[src/ttm_pkg.sv]
// Shared constants and types for the tap-tempo metronome.
package ttm_pkg;

  // Width of the tick counter, stamps and intervals; they all wrap at this width.
  localparam int unsigned TimeW = 32;

  // Width of the divider operands.
  localparam int unsigned DivW = 16;
  localparam int unsigned DivCntW = $clog2(DivW + 1);

  // Ticks in one minute.
  localparam logic [DivW-1:0] MinuteTicks = 16'd60000;

  // Configuration port.
  localparam int unsigned CfgIdxW  = 2;
  localparam int unsigned CfgDataW = 16;

  typedef enum logic [CfgIdxW-1:0] {
    REG_DEBOUNCE = 2'd0,
    REG_LED_ON   = 2'd1,
    REG_TIMEOUT  = 2'd2,
    REG_START    = 2'd3
  } cfg_reg_e;

  // Register reset values.
  localparam logic [9:0]  DebounceRst = 10'd50;
  localparam logic [15:0] LedOnRst    = 16'd200;
  localparam logic [15:0] TimeoutRst  = 16'd3600;
  localparam logic [15:0] StartBpmRst = 16'd120;

  // Request to the divider: start a division of dividend by divisor.
  typedef struct packed {
    logic            start;
    logic [DivW-1:0] dividend;
    logic [DivW-1:0] divisor;
  } div_req_t;

  // Divider status: done pulses for one cycle with the quotient valid.
  typedef struct packed {
    logic            done;
    logic [DivW-1:0] quotient;
  } div_rsp_t;

endpackage

[src/tap_tempo_metronome.sv]
// Top level of the tap-tempo metronome with a debounced tap button.
//
// Channel  Direction  Handshake                      Contents
// s_axis   in         s_axis_tvalid / s_axis_tready  one millisecond tick, raw button level
// m_axis   out        m_axis_tvalid / m_axis_tready  LED, tempo, tap count, tap flag
// cfg      in         cfg_we_i (no wait)             register index and value
//
// Each tick item runs the serial divider once for the beat period, and once
// more for a new tempo when it completes a fourth tap whose mean interval is
// nonzero and within one minute. A new item is accepted only while the
// sequencer is idle. The result sits in an output register, so the next tick
// is taken while it waits; the sequencer stalls at its last step only while
// that register is still full. Reset (rst_ni low, asynchronous) restores all
// registers to their reset values and the tempo to 120.
module tap_tempo_metronome (
  input  logic                            clk_i,
  input  logic                            rst_ni,
  // Tick input, bits from low up: button_level (1), then zero fill.
  input  logic                            s_axis_tvalid,
  output logic                            s_axis_tready,
  input  logic [7:0]                      s_axis_tdata,
  // Result, bits from low up: led_lit (1), tempo_bpm (16), taps_counted (2),
  // tap_seen (1), then zero fill.
  output logic                            m_axis_tvalid,
  input  logic                            m_axis_tready,
  output logic [23:0]                     m_axis_tdata,
  // Configuration write port.
  input  logic                            cfg_we_i,
  input  logic [ttm_pkg::CfgIdxW-1:0]     cfg_idx_i,
  input  logic [ttm_pkg::CfgDataW-1:0]    cfg_data_i
);
  import ttm_pkg::*;

  typedef enum logic [2:0] {
    S_IDLE,
    S_DEB,
    S_MEAN,
    S_TAPDIV,
    S_PER,
    S_PERDIV,
    S_LED,
    S_FIN
  } state_e;

  state_e state_q;

  // Configuration registers.
  logic [9:0]  debounce_q;
  logic [15:0] led_on_q;
  logic [15:0] timeout_q;

  // Tick processing state.
  logic [TimeW-1:0] now_q;
  logic             raw_q;
  logic             raw_prev_q;
  logic             stable_q;
  logic [TimeW-1:0] change_stamp_q;
  logic [1:0]       tap_idx_q;
  logic [TimeW-1:0] first_tap_q;
  logic [TimeW-1:0] gap_one_q;
  logic [TimeW-1:0] gap_two_q;
  logic [15:0]      rate_q;
  logic [TimeW-1:0] beat_stamp_q;
  logic             lamp_q;
  logic             tap_q;
  logic [TimeW-1:0] mean_q;
  logic [DivW-1:0]  period_q;

  // Output register.
  logic        out_valid_q;
  logic [23:0] out_data_q;

  div_req_t div_req;
  div_rsp_t div_rsp;

  ttm_div u_div (
    .clk_i  (clk_i),
    .rst_ni (rst_ni),
    .req_i  (div_req),
    .rsp_o  (div_rsp)
  );

  // Debounce: the change stamp moves to now whenever the raw level differs
  // from the previous tick, and the level is taken once it has held for
  // strictly more than the debounce count.
  logic [TimeW-1:0] change_stamp_d;
  logic [TimeW-1:0] since_change;
  logic             level_taken;
  assign change_stamp_d = (raw_q != raw_prev_q) ? now_q : change_stamp_q;
  assign since_change   = now_q - change_stamp_d;
  assign level_taken    = (since_change > TimeW'(debounce_q)) && (raw_q != stable_q);

  // Interval arithmetic for the tap sequence.
  logic [TimeW-1:0] gap_one_d;
  logic [TimeW-1:0] gap_two_d;
  logic [TimeW-1:0] gap_sum;
  assign gap_one_d = now_q - first_tap_q;
  assign gap_two_d = now_q - (gap_one_q + first_tap_q);
  assign gap_sum   = gap_one_q + gap_two_q;

  // A nonzero mean interval within one minute is divided; otherwise the tempo is fixed.
  logic mean_zero;
  logic mean_slow;
  assign mean_zero = (mean_q == '0);
  assign mean_slow = (mean_q > TimeW'(MinuteTicks));

  // LED timing against the last beat.
  logic [TimeW-1:0] since_beat;
  logic             lamp_off;
  assign since_beat = now_q - beat_stamp_q;
  assign lamp_off   = lamp_q && (since_beat >= TimeW'(led_on_q));

  // Measurement timeout, checked after the tap and LED work of the tick.
  logic [TimeW-1:0] since_first;
  logic             timed_out;
  assign since_first = now_q - first_tap_q;
  assign timed_out   = since_first > TimeW'(timeout_q);

  // The single divider serves both the new tempo and the beat period; a zero
  // tempo counts as one beat per minute.
  always_comb begin
    div_req.start    = 1'b0;
    div_req.dividend = MinuteTicks;
    div_req.divisor  = mean_q[DivW-1:0];
    unique case (state_q)
      S_MEAN: begin
        div_req.start = !mean_zero && !mean_slow;
      end
      S_PER: begin
        div_req.start   = 1'b1;
        div_req.divisor = (rate_q == '0) ? DivW'(1) : rate_q;
      end
      default: begin
        div_req.start = 1'b0;
      end
    endcase
  end

  logic out_free;
  assign out_free = !out_valid_q || m_axis_tready;

  always_ff @(posedge clk_i or negedge rst_ni) begin
    if (!rst_ni) begin
      state_q        <= S_IDLE;
      debounce_q     <= DebounceRst;
      led_on_q       <= LedOnRst;
      timeout_q      <= TimeoutRst;
      now_q          <= '0;
      raw_q          <= 1'b0;
      raw_prev_q     <= 1'b0;
      stable_q       <= 1'b0;
      change_stamp_q <= '0;
      tap_idx_q      <= '0;
      first_tap_q    <= '0;
      gap_one_q      <= '0;
      gap_two_q      <= '0;
      rate_q         <= StartBpmRst;
      beat_stamp_q   <= '0;
      lamp_q         <= 1'b0;
      tap_q          <= 1'b0;
      mean_q         <= '0;
      period_q       <= '0;
      out_valid_q    <= 1'b0;
      out_data_q     <= '0;
    end else begin
      if (out_valid_q && m_axis_tready) begin
        out_valid_q <= 1'b0;
      end

      // The user must write only while no tick is in flight; the block itself does not enforce it.
      if (cfg_we_i) begin
        unique case (cfg_reg_e'(cfg_idx_i))
          REG_DEBOUNCE: debounce_q <= cfg_data_i[9:0];
          REG_LED_ON:   led_on_q   <= cfg_data_i;
          REG_TIMEOUT:  timeout_q  <= cfg_data_i;
          REG_START:    rate_q     <= cfg_data_i;
          default:      debounce_q <= debounce_q;
        endcase
      end

      unique case (state_q)
        S_IDLE: begin
          if (s_axis_tvalid) begin
            raw_q   <= s_axis_tdata[0];
            state_q <= S_DEB;
          end
        end

        S_DEB: begin
          change_stamp_q <= change_stamp_d;
          raw_prev_q     <= raw_q;
          tap_q          <= 1'b0;
          state_q        <= S_PER;
          if (level_taken) begin
            stable_q <= raw_q;
            if (!raw_q) begin
              tap_q <= 1'b1;
              unique case (tap_idx_q)
                2'd0: begin
                  first_tap_q <= now_q;
                  tap_idx_q   <= 2'd1;
                end
                2'd1: begin
                  gap_one_q <= gap_one_d;
                  tap_idx_q <= 2'd2;
                end
                2'd2: begin
                  gap_two_q <= gap_two_d;
                  tap_idx_q <= 2'd3;
                end
                default: begin
                  // Fourth tap: take the mean and start a fresh measurement.
                  mean_q      <= {1'b0, gap_sum[TimeW-1:1]};
                  tap_idx_q   <= '0;
                  first_tap_q <= '0;
                  gap_one_q   <= '0;
                  gap_two_q   <= '0;
                  state_q     <= S_MEAN;
                end
              endcase
            end
          end
        end

        S_MEAN: begin
          priority if (mean_zero) begin
            rate_q  <= MinuteTicks;
            state_q <= S_PER;
          end else if (mean_slow) begin
            rate_q  <= 16'd1;
            state_q <= S_PER;
          end else begin
            state_q <= S_TAPDIV;
          end
        end

        S_TAPDIV: begin
          if (div_rsp.done) begin
            rate_q  <= div_rsp.quotient;
            state_q <= S_PER;
          end
        end

        S_PER: begin
          state_q <= S_PERDIV;
        end

        S_PERDIV: begin
          if (div_rsp.done) begin
            period_q <= div_rsp.quotient;
            state_q  <= S_LED;
          end
        end

        S_LED: begin
          // The lamp goes dark after its on time and relights one period
          // after the previous beat, possibly within the same tick.
          if (!(lamp_q && !lamp_off) && (since_beat >= TimeW'(period_q))) begin
            lamp_q       <= 1'b1;
            beat_stamp_q <= now_q;
          end else if (lamp_off) begin
            lamp_q <= 1'b0;
          end
          state_q <= S_FIN;
        end

        S_FIN: begin
          if (out_free) begin
            if (timed_out) begin
              tap_idx_q   <= '0;
              first_tap_q <= '0;
              gap_one_q   <= '0;
              gap_two_q   <= '0;
            end
            out_valid_q <= 1'b1;
            out_data_q  <= {4'd0, tap_q, (timed_out ? 2'd0 : tap_idx_q), rate_q, lamp_q};
            now_q       <= now_q + TimeW'(1);
            state_q     <= S_IDLE;
          end
        end

        default: begin
          state_q <= S_IDLE;
        end
      endcase
    end
  end

  assign s_axis_tready = (state_q == S_IDLE);
  assign m_axis_tvalid = out_valid_q;
  assign m_axis_tdata  = out_data_q;

endmodule

[src/ttm_div.sv]
// Radix-2 restoring divider that yields one quotient bit per cycle.
module ttm_div (
  input  logic              clk_i,
  input  logic              rst_ni,
  input  ttm_pkg::div_req_t req_i,
  output ttm_pkg::div_rsp_t rsp_o
);
  import ttm_pkg::*;

  logic [DivW-1:0]    rem_q;
  logic [DivW-1:0]    quo_q;
  logic [DivW-1:0]    divisor_q;
  logic [DivCntW-1:0] cnt_q;
  logic               busy_q;
  logic               done_q;

  logic [DivW:0]   rem_sh;
  logic            ge;
  logic [DivW:0]   rem_sub;
  logic [DivW-1:0] rem_d;

  // The remainder always stays below the divisor, so DivW bits hold it.
  assign rem_sh  = {rem_q, quo_q[DivW-1]};
  assign ge      = rem_sh >= {1'b0, divisor_q};
  assign rem_sub = rem_sh - {1'b0, divisor_q};
  assign rem_d   = ge ? rem_sub[DivW-1:0] : rem_sh[DivW-1:0];

  always_ff @(posedge clk_i or negedge rst_ni) begin
    if (!rst_ni) begin
      busy_q <= 1'b0;
      done_q <= 1'b0;
      cnt_q  <= '0;
    end else if (req_i.start) begin
      busy_q <= 1'b1;
      done_q <= 1'b0;
      cnt_q  <= DivCntW'(DivW);
    end else if (busy_q) begin
      cnt_q <= cnt_q - DivCntW'(1);
      if (cnt_q == DivCntW'(1)) begin
        busy_q <= 1'b0;
        done_q <= 1'b1;
      end
    end else begin
      done_q <= 1'b0;
    end
  end

  always_ff @(posedge clk_i) begin
    if (req_i.start) begin
      rem_q     <= '0;
      quo_q     <= req_i.dividend;
      divisor_q <= req_i.divisor;
    end else if (busy_q) begin
      rem_q <= rem_d;
      quo_q <= {quo_q[DivW-2:0], ge};
    end
  end

  assign rsp_o.done     = done_q;
  assign rsp_o.quotient = quo_q;

endmodule

[config.mk]
export PLATFORM = sky130hd
export DESIGN_NAME = tap_tempo_metronome
export DESIGN_NICKNAME = d
export VERILOG_FILES = /design/src/ttm_pkg.sv /design/src/tap_tempo_metronome.sv /design/src/ttm_div.sv
export SDC_FILE = /design/constraint.sdc
export NUM_CORES = 1
export LEC_CHECK = 0
export ABC_AREA = 0
export BUFFER_PORTS_ARGS = -buffer_cell sky130_fd_sc_hd__buf_2
export CAP_MARGIN = 20
export CORE_ASPECT_RATIO = 1.5
export CORE_MARGIN = 2
export CORE_UTILIZATION = 37
export DETAILED_ROUTE_END_ITERATION = 10
export SLEW_MARGIN = 20
export SYNTH_ARGS = -nofsm -noshare
export SYNTH_HDL_FRONTEND = slang
export SYNTH_HIERARCHICAL = 1
export SYNTH_SLANG_ARGS = --single-unit
[constraint.sdc]
create_clock -name clk_i -period 9.92 [get_ports clk_i]
set_clock_uncertainty 0.2 [all_clocks]
set_input_delay 1.488 -clock clk_i [delete_from_list [all_inputs] [get_ports clk_i]]
set_output_delay 1.488 -clock clk_i [all_outputs]
set_load 0.02 [all_outputs]
==> reports/qor.yml, run 1 <==
status:
  status: "finished clean"
routing:
  wirelength_um: 73400
  routed_via_density: 5.35
  vias: 21200
  antenna_left: 0
  drt_iter0_drc: 1148
  wl_per_cell_um: 18.5
  drc_errors: 0
  drtPass1Iterations: 5
clocking:
  clkLatencyLatePin_ns: 0.56
  clock_path_buffers: 3
  clk_pin_slew_ns: 0.06
  cts_setup_buffers: 0
  tritoncts: "built"
  htreeDepth: 2
  clockRootBuffer: "clkbuf_16"
  numClockSinks: 383
  cts_buffers: 40
  cts_resized: 0
  cts_hold_buffers: 0
critical_path:
  cp-start-kind: "register"
  crit_top_cell: "ha_1"
  cp.arrival_ns: 7.67
  worstPathMaxFanout: 41
  slowest_delay_ns: 0.62
  r2r_cells: 24
  crit_chain: "xnor2_2 > buf_4 > o21ai_0 > ha_1 > inv_1 > ha_1 > a21oi_2 > o22ai_2 > nor2b_1 > nor2_1 > a21oi_1 > o22ai_1 > ha_1 > a2111o_1 > o31a_1 > nor4_1 > nand4_1 > or4_1 > a2111o_1 > nor4_4 > nor2_2 > and2_2 > buf_12 > mux2_4"
  cp-end-kind: "register"
  slowest_stage: "nor4_4"
  criticalPathCategory: "register to register"
  cp_data_required_time_ns: 10.16
timing:
  finalHoldViolCount: 0
  rsz0062_at_grt: "false"
  max_slew.worst_pin.slew_ns: 0.988
  slew_violations: 0
  post-route-min-period_ns: 7.44
  fmax_mhz: 134
  setup_viol: 0
  setup_slack_ns: 2.48
  fin_tns_setup_ns: 0
  slew_headroom: 0.341
  min_period_over_period: 0.750
synthesis:
  synth_area_sq_um: 28100
  ys_seq_area_frac: 0.345
  avgSynthCellArea_sq_um: 9.70
  synth-edff-count: 32
  synth_ff_type: "dfrtp_1"
  synth_cells: 2892
  ys.warnings.count: 6
  synth_seq_cells: 383
  ys_async_sr_fraction: 0.875
  ys_types: 98
die:
  start_util: 0.374
  die-area_sq_um: 78100
  io_pins: 57
  dieWidth_um: 229
  die_h_um: 341
  core_area_sq_um: 75100
  rows: 123
layout:
  num-nets-final: 3218
  multi_input_area_sq_um: 17100
  drive_gt1_frac: 0.137
  diodes: 0
  synthToLayoutAreaGrowth_pct: 9.81
  fin_util: 0.410
  layout_commonest_cell: "dfrtp_1"
  final_cell_mix: "dfrtp_1, inv_1, ha_1, nand2_1, nor2_1"
  final_area_sq_um: 30800
  seqCellArea_sq_um: 9680
  fillCellCount: 7462
power:
  leakagePower_nw: 14.6
  pwr_density_cell_nw_per_um2: 357
  ir_drop_v: 0.000259
  finalPower_mw: 11.0
global_route:
  antenna_found_initial: 0
  grt_start_max_net_pins: 147
  grt_pass1_vias: 21100
  grt_pass1_wl_um: 117000
  overflow: 0
  grt_usage: 0.187
worst_hold_path:
  holdPathStages: 1
  hold_class: "register to register"
place:
  place_ws_ns: 2.41
  place_area_sq_um: 29400
  io_buffers: 45
  dp_hpwl_um: 56700
  gp_congestion: 0.907
run:
  drv_cap: 0
## synthesized netlist by cell type, types with 11 or more instances
cell type | count | share of area
ha_1 | 227 | 0.10
buf_6 | 11 | 0.0044
nor4_1 | 17 | 0.0038
mux2_2 | 157 | 0.063
a21oi_1 | 155 | 0.028
or3_1 | 13 | 0.0029
a21o_1 | 97 | 0.026
buf_2 | 15 | 0.0027
nand2_1 | 189 | 0.025
a211oi_1 | 24 | 0.0064
inv_1 | 234 | 0.031
o31ai_1 | 14 | 0.0037
mux2_1 | 30 | 0.012
and3_1 | 26 | 0.0058
mux2_4 | 41 | 0.022
xnor2_1 | 123 | 0.038
a31oi_1 | 15 | 0.0033
clkbuf_1 | 69 | 0.0092
nand3_1 | 74 | 0.013
nor2b_1 | 35 | 0.0078
edfxtp_1 | 32 | 0.034
dfxtp_1 | 16 | 0.011
nand4_1 | 36 | 0.0080
nor3_1 | 47 | 0.0084
o211ai_1 | 23 | 0.0062
nor2_1 | 186 | 0.025
fa_1 | 35 | 0.025
dfrtp_1 | 321 | 0.29
mux2i_1 | 100 | 0.036
dfstp_2 | 14 | 0.013
xor2_1 | 59 | 0.018
nand2b_1 | 43 | 0.0096
o21bai_1 | 23 | 0.0062
o21ai_0 | 133 | 0.024
o21a_1 | 35 | 0.0094
and2_1 | 13 | 0.0029
## worst max-delay path: cells and delay by family, from the launching register on
family	cells	cell delay (ns)
flip-flops	1	0.56
AND/OR/NAND/NOR	8	2.57
adder cells (fa/ha/maj)	3	0.63
XOR/XNOR	1	0.16
buffers and inverters	3	0.80
AO/OA/AOI/OAI	8	2.02
multiplexers	1	0.31
## flip-flops by register name, indices dropped and copies added, names as in the netlist, 20 cells and up
name / flops
mean_q: 31
beat_stamp_q: 32
gap_one_q: 32
now_q: 32
first_tap_q: 32
gap_two_q: 32
m_axis_tdata: 20
change_stamp_q: 32
## layer usage
metal | track usage | share of wire | vias to the layer above
met5 | 0 | 0 | -
met4 | 0.0762 | 0.042 | 0
met3 | 0.0150 | 0.022 | 123
met2 | 0.370 | 0.54 | 308
met1 | 0.202 | 0.40 | 10400
li1 | - | - | 10400
## cell families (layout without fill, tap and decap cells)
kind of cell | after synthesis | after routing | synth area share
adders and majority gates | 271 | 271 | 0.129
DFF | 383 | 383 | 0.345
other | 2 | 20 | 0.000268
buffers and inverters | 343 | 390 | 0.0503
AOI/OAI and AO/OA | 655 | 655 | 0.158
muxes | 328 | 328 | 0.133
and+or+nand+nor | 727 | 727 | 0.127
xor gates and xnor gates | 183 | 183 | 0.0574
## report_power, final
group	leakage (nW)	switching [mW]	internal [mW]
clock network	0.675	0.676	0.922
registers	4.82	0.409	2.01
logic	9.09	3.86	3.12
total	14.6	4.95	6.06
## per-stage QoR
| stage | cells | hold slack [ns] |
|---|---|---|
| 2_1_floorplan | 2910 | 0.250 |
| 3_3_place_gp | 3881 | 0.263 |
| 3_5_place_dp | 3881 | 0.280 |
| 4_1_cts | 3955 | 0.294 |
| 5_1_grt | 3957 | 0.307 |
| 6_report | 3957 | 0.289 |
## final cells by class
class                      instances  share of cell area
clock buffer                      59              0.0388
timing repair buffer              81              0.0175
sequential                       383               0.314
tap                             1000              0.0406
multi-input combinational       2184               0.554
clock inverter                    15             0.00601
inverter                         235              0.0286
## worst paths after layout
kind / start / to / slack, ns
worst min-delay path: gap_two_q[30]$_DFFE_PN0P_ / gap_two_q[30]$_DFFE_PN0P_ / 0.29
worst max-delay path: raw_q$_DFFE_PN0P_ / mean_q[25]$_DFFE_PN0P_ / 2.48
min in group asynchronous: rst_ni / change_stamp_q[29]$_DFFE_PN0P_ / 0.66
max in group asynchronous: rst_ni / mean_q[26]$_DFFE_PN0P_ / 6.80
worst min register to register: gap_two_q[30]$_DFFE_PN0P_ / gap_two_q[30]$_DFFE_PN0P_ / 0.29
worst max register to register: raw_q$_DFFE_PN0P_ / mean_q[25]$_DFFE_PN0P_ / 2.48
Note: power is estimated with default switching activity, not from simulation.
==> run 2, diff against run 1 <==
Settings changed: ABC_AREA 0 to 1.
Clock period 9.92 ns to 7 ns, I/O delays scaled along.
==> run 2 against run 1 <==
Global-route usage up 4.1 points. Utilization up 0.081 points. Power up 61%. Worst hold slack worse by 0.024 ns. Combinational power up 66%. Critical path depth unchanged. Count of clock-buffer cells in the layout down 8. Register-to-register slack worse by 1.5 ns. Sequential cell count unchanged. Largest power group unchanged.
==> reports/qor.yml, run 2 <==
die:
  start_util: 0.374
  core_area_sq_um: 79900
  die_h_um: 352
  dieWidth_um: 236
  rows: 127
  io_pins: 57
  die-area_sq_um: 83100
place:
  gp_congestion: 0.947
  io_buffers: 45
  place_area_sq_um: 31300
  dp_hpwl_um: 75400
  place_ws_ns: 1.06
  dp.cells: 5251
clocking:
  cts_resized: 0
  tritoncts: "built"
  numClockSinks: 383
  htreeDepth: 2
  clock_path_buffers: 3
  cts_buffers: 42
  clockRootBuffer: "clkbuf_16"
  cts_setup_buffers: 0
  clk_pin_slew_ns: 0.07
  clkLatencyLatePin_ns: 0.61
  cts_hold_buffers: 0
critical_path:
  cp-end-kind: "register"
  cp-start-kind: "register"
  reg2reg_to: "gap_two_q[8]$_DFFE_PN0P_"
  worstReg2RegStart: "now_q[0]$_DFFE_PN0P_"
  criticalPathCategory: "register to register"
  r2r_cells: 24
  cp_data_required_time_ns: 7.32
  startpoint: "now_q[0]$_DFFE_PN0P_"
  rrSetupSlack_ns: 1.01
  cp-endpoint: "gap_two_q[8]$_DFFE_PN0P_"
  cp.arrival_ns: 6.31
  worstPathMaxFanout: 29
synthesis:
  ys_async_sr_fraction: 0.875
  ys_types: 66
  synth_cells: 4231
  synth_seq_cells: 383
  synth-edff-count: 32
  avgSynthCellArea_sq_um: 7.06
  yosysMostFrequentCell: "nand2_1"
  synth_area_leader_cell: "dfrtp_1"
  synth_area_leaders: "dfrtp_1, nand2_1, ha_1, inv_1, o21ai_0"
  synth_ff_type: "dfrtp_1"
  synth_top_area_share: 0.269
  ys_seq_area_frac: 0.324
  ys.warnings.count: 6
  synth_area_sq_um: 29900
  synthTopCellsByCount: "nand2_1, inv_1, dfrtp_1"
timing:
  setup_slack_ns: 1.01
  fmax_mhz: 167
  slew_violations: 0
  post-route-min-period_ns: 5.99
  min_period_over_period: 0.855
  max_slew.worst_pin.slew_ns: 1.00
  finalHoldViolCount: 0
  whs_ns: 0.265
  setup_viol: 0
  slew_headroom: 0.328
  fin_tns_setup_ns: 0
  rsz0062_at_grt: "false"
status:
  status: "finished clean"
layout:
  diodes: 0
  drive_gt1_frac: 0.0649
  synthToLayoutAreaGrowth_pct: 9.92
  final_area_sq_um: 32900
  fin_util: 0.411
  fin_cells: 5329
  num-nets-final: 4556
  final_cell_mix: "nand2_1, inv_1, dfrtp_1, o21ai_0, nor2_1"
  layout_commonest_cell: "nand2_1"
  fillCellCount: 8407
routing:
  drtPass1Iterations: 5
  drt_iter0_drc: 1592
  vias: 27300
  routed_via_density: 5.12
  wl_per_cell_um: 17.9
  drc_errors: 0
  antenna_left: 0
  wirelength_um: 95500
global_route:
  grt_pass1_vias: 27100
  overflow: 0
  grt_pass1_wl_um: 149000
  grt_usage: 0.228
  antenna_found_initial: 0
  grt_start_max_net_pins: 153
worst_hold_path:
  hold_class: "input port to async pin"
run:
  drv_cap: 0
power:
  pwr_density_cell_nw_per_um2: 540
  leakagePower_nw: 16.8
  finalPower_mw: 17.7
  ir_drop_v: 0.000257
## run 2: report_power, final
part | internal, mW | switching (mW)
logic | 3.95 | 7.69
registers | 3.06 | 0.552
clock network | 1.47 | 1.01
total | 8.48 | 9.26
## run 2: how the worst min path moves through the flow
stage	from	endpoint	slack, ns
2_1_floorplan	gap_two_q[0]$_DFFE_PN0P_	gap_two_q[0]$_DFFE_PN0P_	0.24
3_5_place_dp	beat_stamp_q[20]$_DFFE_PN0P_	beat_stamp_q[20]$_DFFE_PN0P_	0.26
4_1_cts	u_div/rem_q[8]$_SDFFE_PP0P_	u_div/rem_q[8]$_SDFFE_PP0P_	0.27
3_3_place_gp	m_axis_tdata[0]$_DFFE_PN0P_	m_axis_tdata[0]$_DFFE_PN0P_	0.25
5_1_grt	beat_stamp_q[29]$_DFFE_PN0P_	beat_stamp_q[29]$_DFFE_PN0P_	0.28
6_report	rst_ni	change_stamp_q[28]$_DFFE_PN0P_	0.26
## run 2: layer usage
metal,global-route usage,wire length (um),vias up
met1,0.249,37200,12700
met2,0.437,49900,520
met4,0.114,5370,0
li1,-,-,13800
met3,0.0207,3000,233
met5,0,0,-
## run 2: cell type report
type	count	area, sq um	share of cell area
Clock buffer	51	1140	0.0346
Clock inverter	27	390	0.0119
Inverter	665	2500	0.0761
Multi-Input combinational cell	3074	17200	0.524
Sequential cell	383	9680	0.295
Tap cell	1032	1290	0.0393
Timing Repair Buffer	97	638	0.0194
## run 2: worst max-delay path, stage by stage, from the launching register on
cell and delay, ns:
dfrtp_1 0.50, inv_1 0.34, ha_1 0.27, inv_1 0.10, fa_1 0.43, nand3_1 0.09
nand2_1 0.08, a21oi_1 0.37, o21ai_0 0.29, nand2_1 0.12, nand2_1 0.08, xor2_1 0.48
ha_1 0.21, nand2_1 0.05, inv_1 0.06, nand3_1 0.08, nor3_1 0.23, nor4b_1 0.62
o2111ai_1 0.24, nand2_1 0.12, inv_1 0.20, nand3_1 0.22, buf_4 0.31, nand2_1 0.09
nand2_1 0.08
## run 2: cell families after synthesis
| kind of cell | Yosys count | share of synthesized area |
|---|---|---|
| other cells | 2 | 0.000251 |
| compound gates | 693 | 0.127 |
| buf+inv | 792 | 0.104 |
| fa+ha+maj | 262 | 0.118 |
| xor+xnor | 151 | 0.0442 |
| flops | 383 | 0.324 |
| simple gates | 1948 | 0.282 |
==> run 3, diff against run 2 <==
Settings changed: CORE_ASPECT_RATIO 1.5 to unset.
==> run 3 against run 2 <==
First-iteration DRC count up 20%. Worst hold slack better by 0.0037 ns. Final cell count is 0.41% higher. Power barely moved. Critical path type unchanged. Highest routed layer unchanged.
==> reports/qor.yml, run 3 (same netlist as run 2, synthesis figures left out) <==
global_route:
  groute.layer.met3.usage: 0.0258
  antenna_found_initial: 1
  grt_pass1_wl_um: 142000
  overflow: 0
  grt_start_max_net_pins: 146
  grt_use_met1: 0.300
  busiest_layer: "met2"
  grt_pass1_vias: 25600
  gr-usage-met2: 0.351
  grt_usage: 0.218
clocking:
  clock_path_buffers: 3
  tritoncts: "built"
  clkLatencyLatePin_ns: 0.62
  numClockSinks: 383
  clockRootBuffer: "clkbuf_16"
  htreeDepth: 2
  cts_hold_buffers: 0
  clk_pin_slew_ns: 0.06
  cts_setup_buffers: 0
  cts_resized: 0
  cts_buffers: 45
layout:
  multi_input_area_sq_um: 17200
  fillCellCount: 8468
  num-nets-final: 4547
  final_cell_mix: "nand2_1, inv_1, dfrtp_1, o21ai_0, nor2_1"
  seqCellArea_sq_um: 9680
  drive_gt1_frac: 0.0615
  layout_commonest_cell: "nand2_1"
  synthToLayoutAreaGrowth_pct: 9.78
routing:
  drt_iter0_drc: 1907
  routed_via_density: 5.06
  wirelength_um: 90700
  wl_per_cell_um: 16.9
  drc_errors: 0
  drtPass1Iterations: 6
  antenna_left: 0
  vias: 27100
place:
  dp_hpwl_um: 70900
  gp_congestion: 0.962
  io_buffers: 45
die:
  io_pins: 57
  rows: 104
  dieWidth_um: 288
  die-area_sq_um: 83100
  core_area_sq_um: 80300
  die_h_um: 288
  start_util: 0.372
timing:
  max_slew.worst_pin.slew_ns: 1.08
  setup_viol: 0
  fmax_mhz: 168
  rsz0062_at_grt: "false"
  finalHoldViolCount: 0
  post-route-min-period_ns: 5.97
  slew_violations: 0
  slew_headroom: 0.278
  min_period_over_period: 0.853
  fin_tns_setup_ns: 0
critical_path:
  slowest_delay_ns: 0.54
  timing.critical_path.max_delay_family: "simple AND/OR/NAND/NOR gates"
  startpoint: "raw_q$_DFFE_PN0P_"
  rrSetupSlack_ns: 1.03
  cp-start-kind: "register"
  path_depth: 32
  worstPathMaxFanout: 41
  worstReg2RegStart: "raw_q$_DFFE_PN0P_"
  cp-end-kind: "register"
  critPathBufInv: 5
  r2r_cells: 32
  cp-endpoint: "gap_one_q[25]$_DFFE_PN0P_"
  slowest_stage: "dfrtp_1"
  criticalPathCategory: "register to register"
  reg2reg_to: "gap_one_q[25]$_DFFE_PN0P_"
  crit_top_cell: "nand2_1"
  cp_data_required_time_ns: 7.27
  cp.arrival_ns: 6.23
power:
  power_frac_comb: 0.658
  leakagePower_nw: 16.7
  seq_power_share: 0.203
  p_int_mw: 8.45
  finalPower_mw: 17.7
  p_sw_frac: 0.523
  p_sw_mw: 9.28
  ir_drop_v: 0.000207
  clkPwrFrac: 0.139
  pwr_density_cell_nw_per_um2: 540
worst_hold_path:
  hold_class: "register to register"
run:
  drv_cap: 0
status:
  status: "finished clean"
## run 3: worst register-to-register path, delay by kind of cell (launching register included)
family          cells  cell delay (ns)
fa+ha+maj           3             0.64
simple gates       19             2.64
xor+xnor            1             0.20
compound gates      4             0.75
buf+inv             5             0.82
flops               1             0.54
## run 3: how the worst min path moves through the flow
stage,startpoint,depth (start not counted),endpoint,slack (ns)
floorplan,gap_two_q[0]$_DFFE_PN0P_,2,gap_two_q[0]$_DFFE_PN0P_,0.24
global placement,m_axis_tdata[11]$_DFFE_PN0P_,2,m_axis_tdata[11]$_DFFE_PN0P_,0.25
global route,gap_two_q[26]$_DFFE_PN0P_,2,gap_two_q[26]$_DFFE_PN0P_,0.29
CTS,first_tap_q[29]$_DFFE_PN0P_,2,first_tap_q[29]$_DFFE_PN0P_,0.27
finish,first_tap_q[11]$_DFFE_PN0P_,2,first_tap_q[11]$_DFFE_PN0P_,0.27
detailed placement,first_tap_q[29]$_DFFE_PN0P_,2,first_tap_q[29]$_DFFE_PN0P_,0.26
## run 3: power groups by stage
stage               clock network [mW]  logic, mW  registers [mW]
floorplan                            0       8.69            3.52
global placement                     0       11.5            3.61
detailed placement                   0       11.6            3.62
CTS                               2.51       11.7            3.59
global route                      2.59       13.3            3.69
finish                            2.46       11.7            3.60
## run 3: area by class of cell
class	count	share of cell area
multi-input cells	3074	0.524
flip-flops and latches	383	0.295
inverters	665	0.0761
well taps	1060	0.0404
clock buffers	60	0.0373
repair buffers	85	0.0171
clock inverters	23	0.00957
diodes	1	0.0000763
## run 3: metrics by stage
stage                     cell area [sq um]  hold WS [ns]  instances  setup WS, ns   util
after detailed placement              31300         0.258       5267          1.16  0.389
after global placement                31300         0.248       5267          1.19  0.389
after CTS                             32800         0.272       5350          1.08  0.409
after global routing                  32800         0.287       5350         0.510  0.409
final                                 32800         0.269       5351          1.03  0.409
after floorplan                       30000         0.242       4249          2.79      -
## run 3: routing by layer
metal	routed length (um)	up-vias
li1	-	13800
met1	42600	12500
met2	40400	604
met3	4380	145
met4	3350	0
met5	0	-
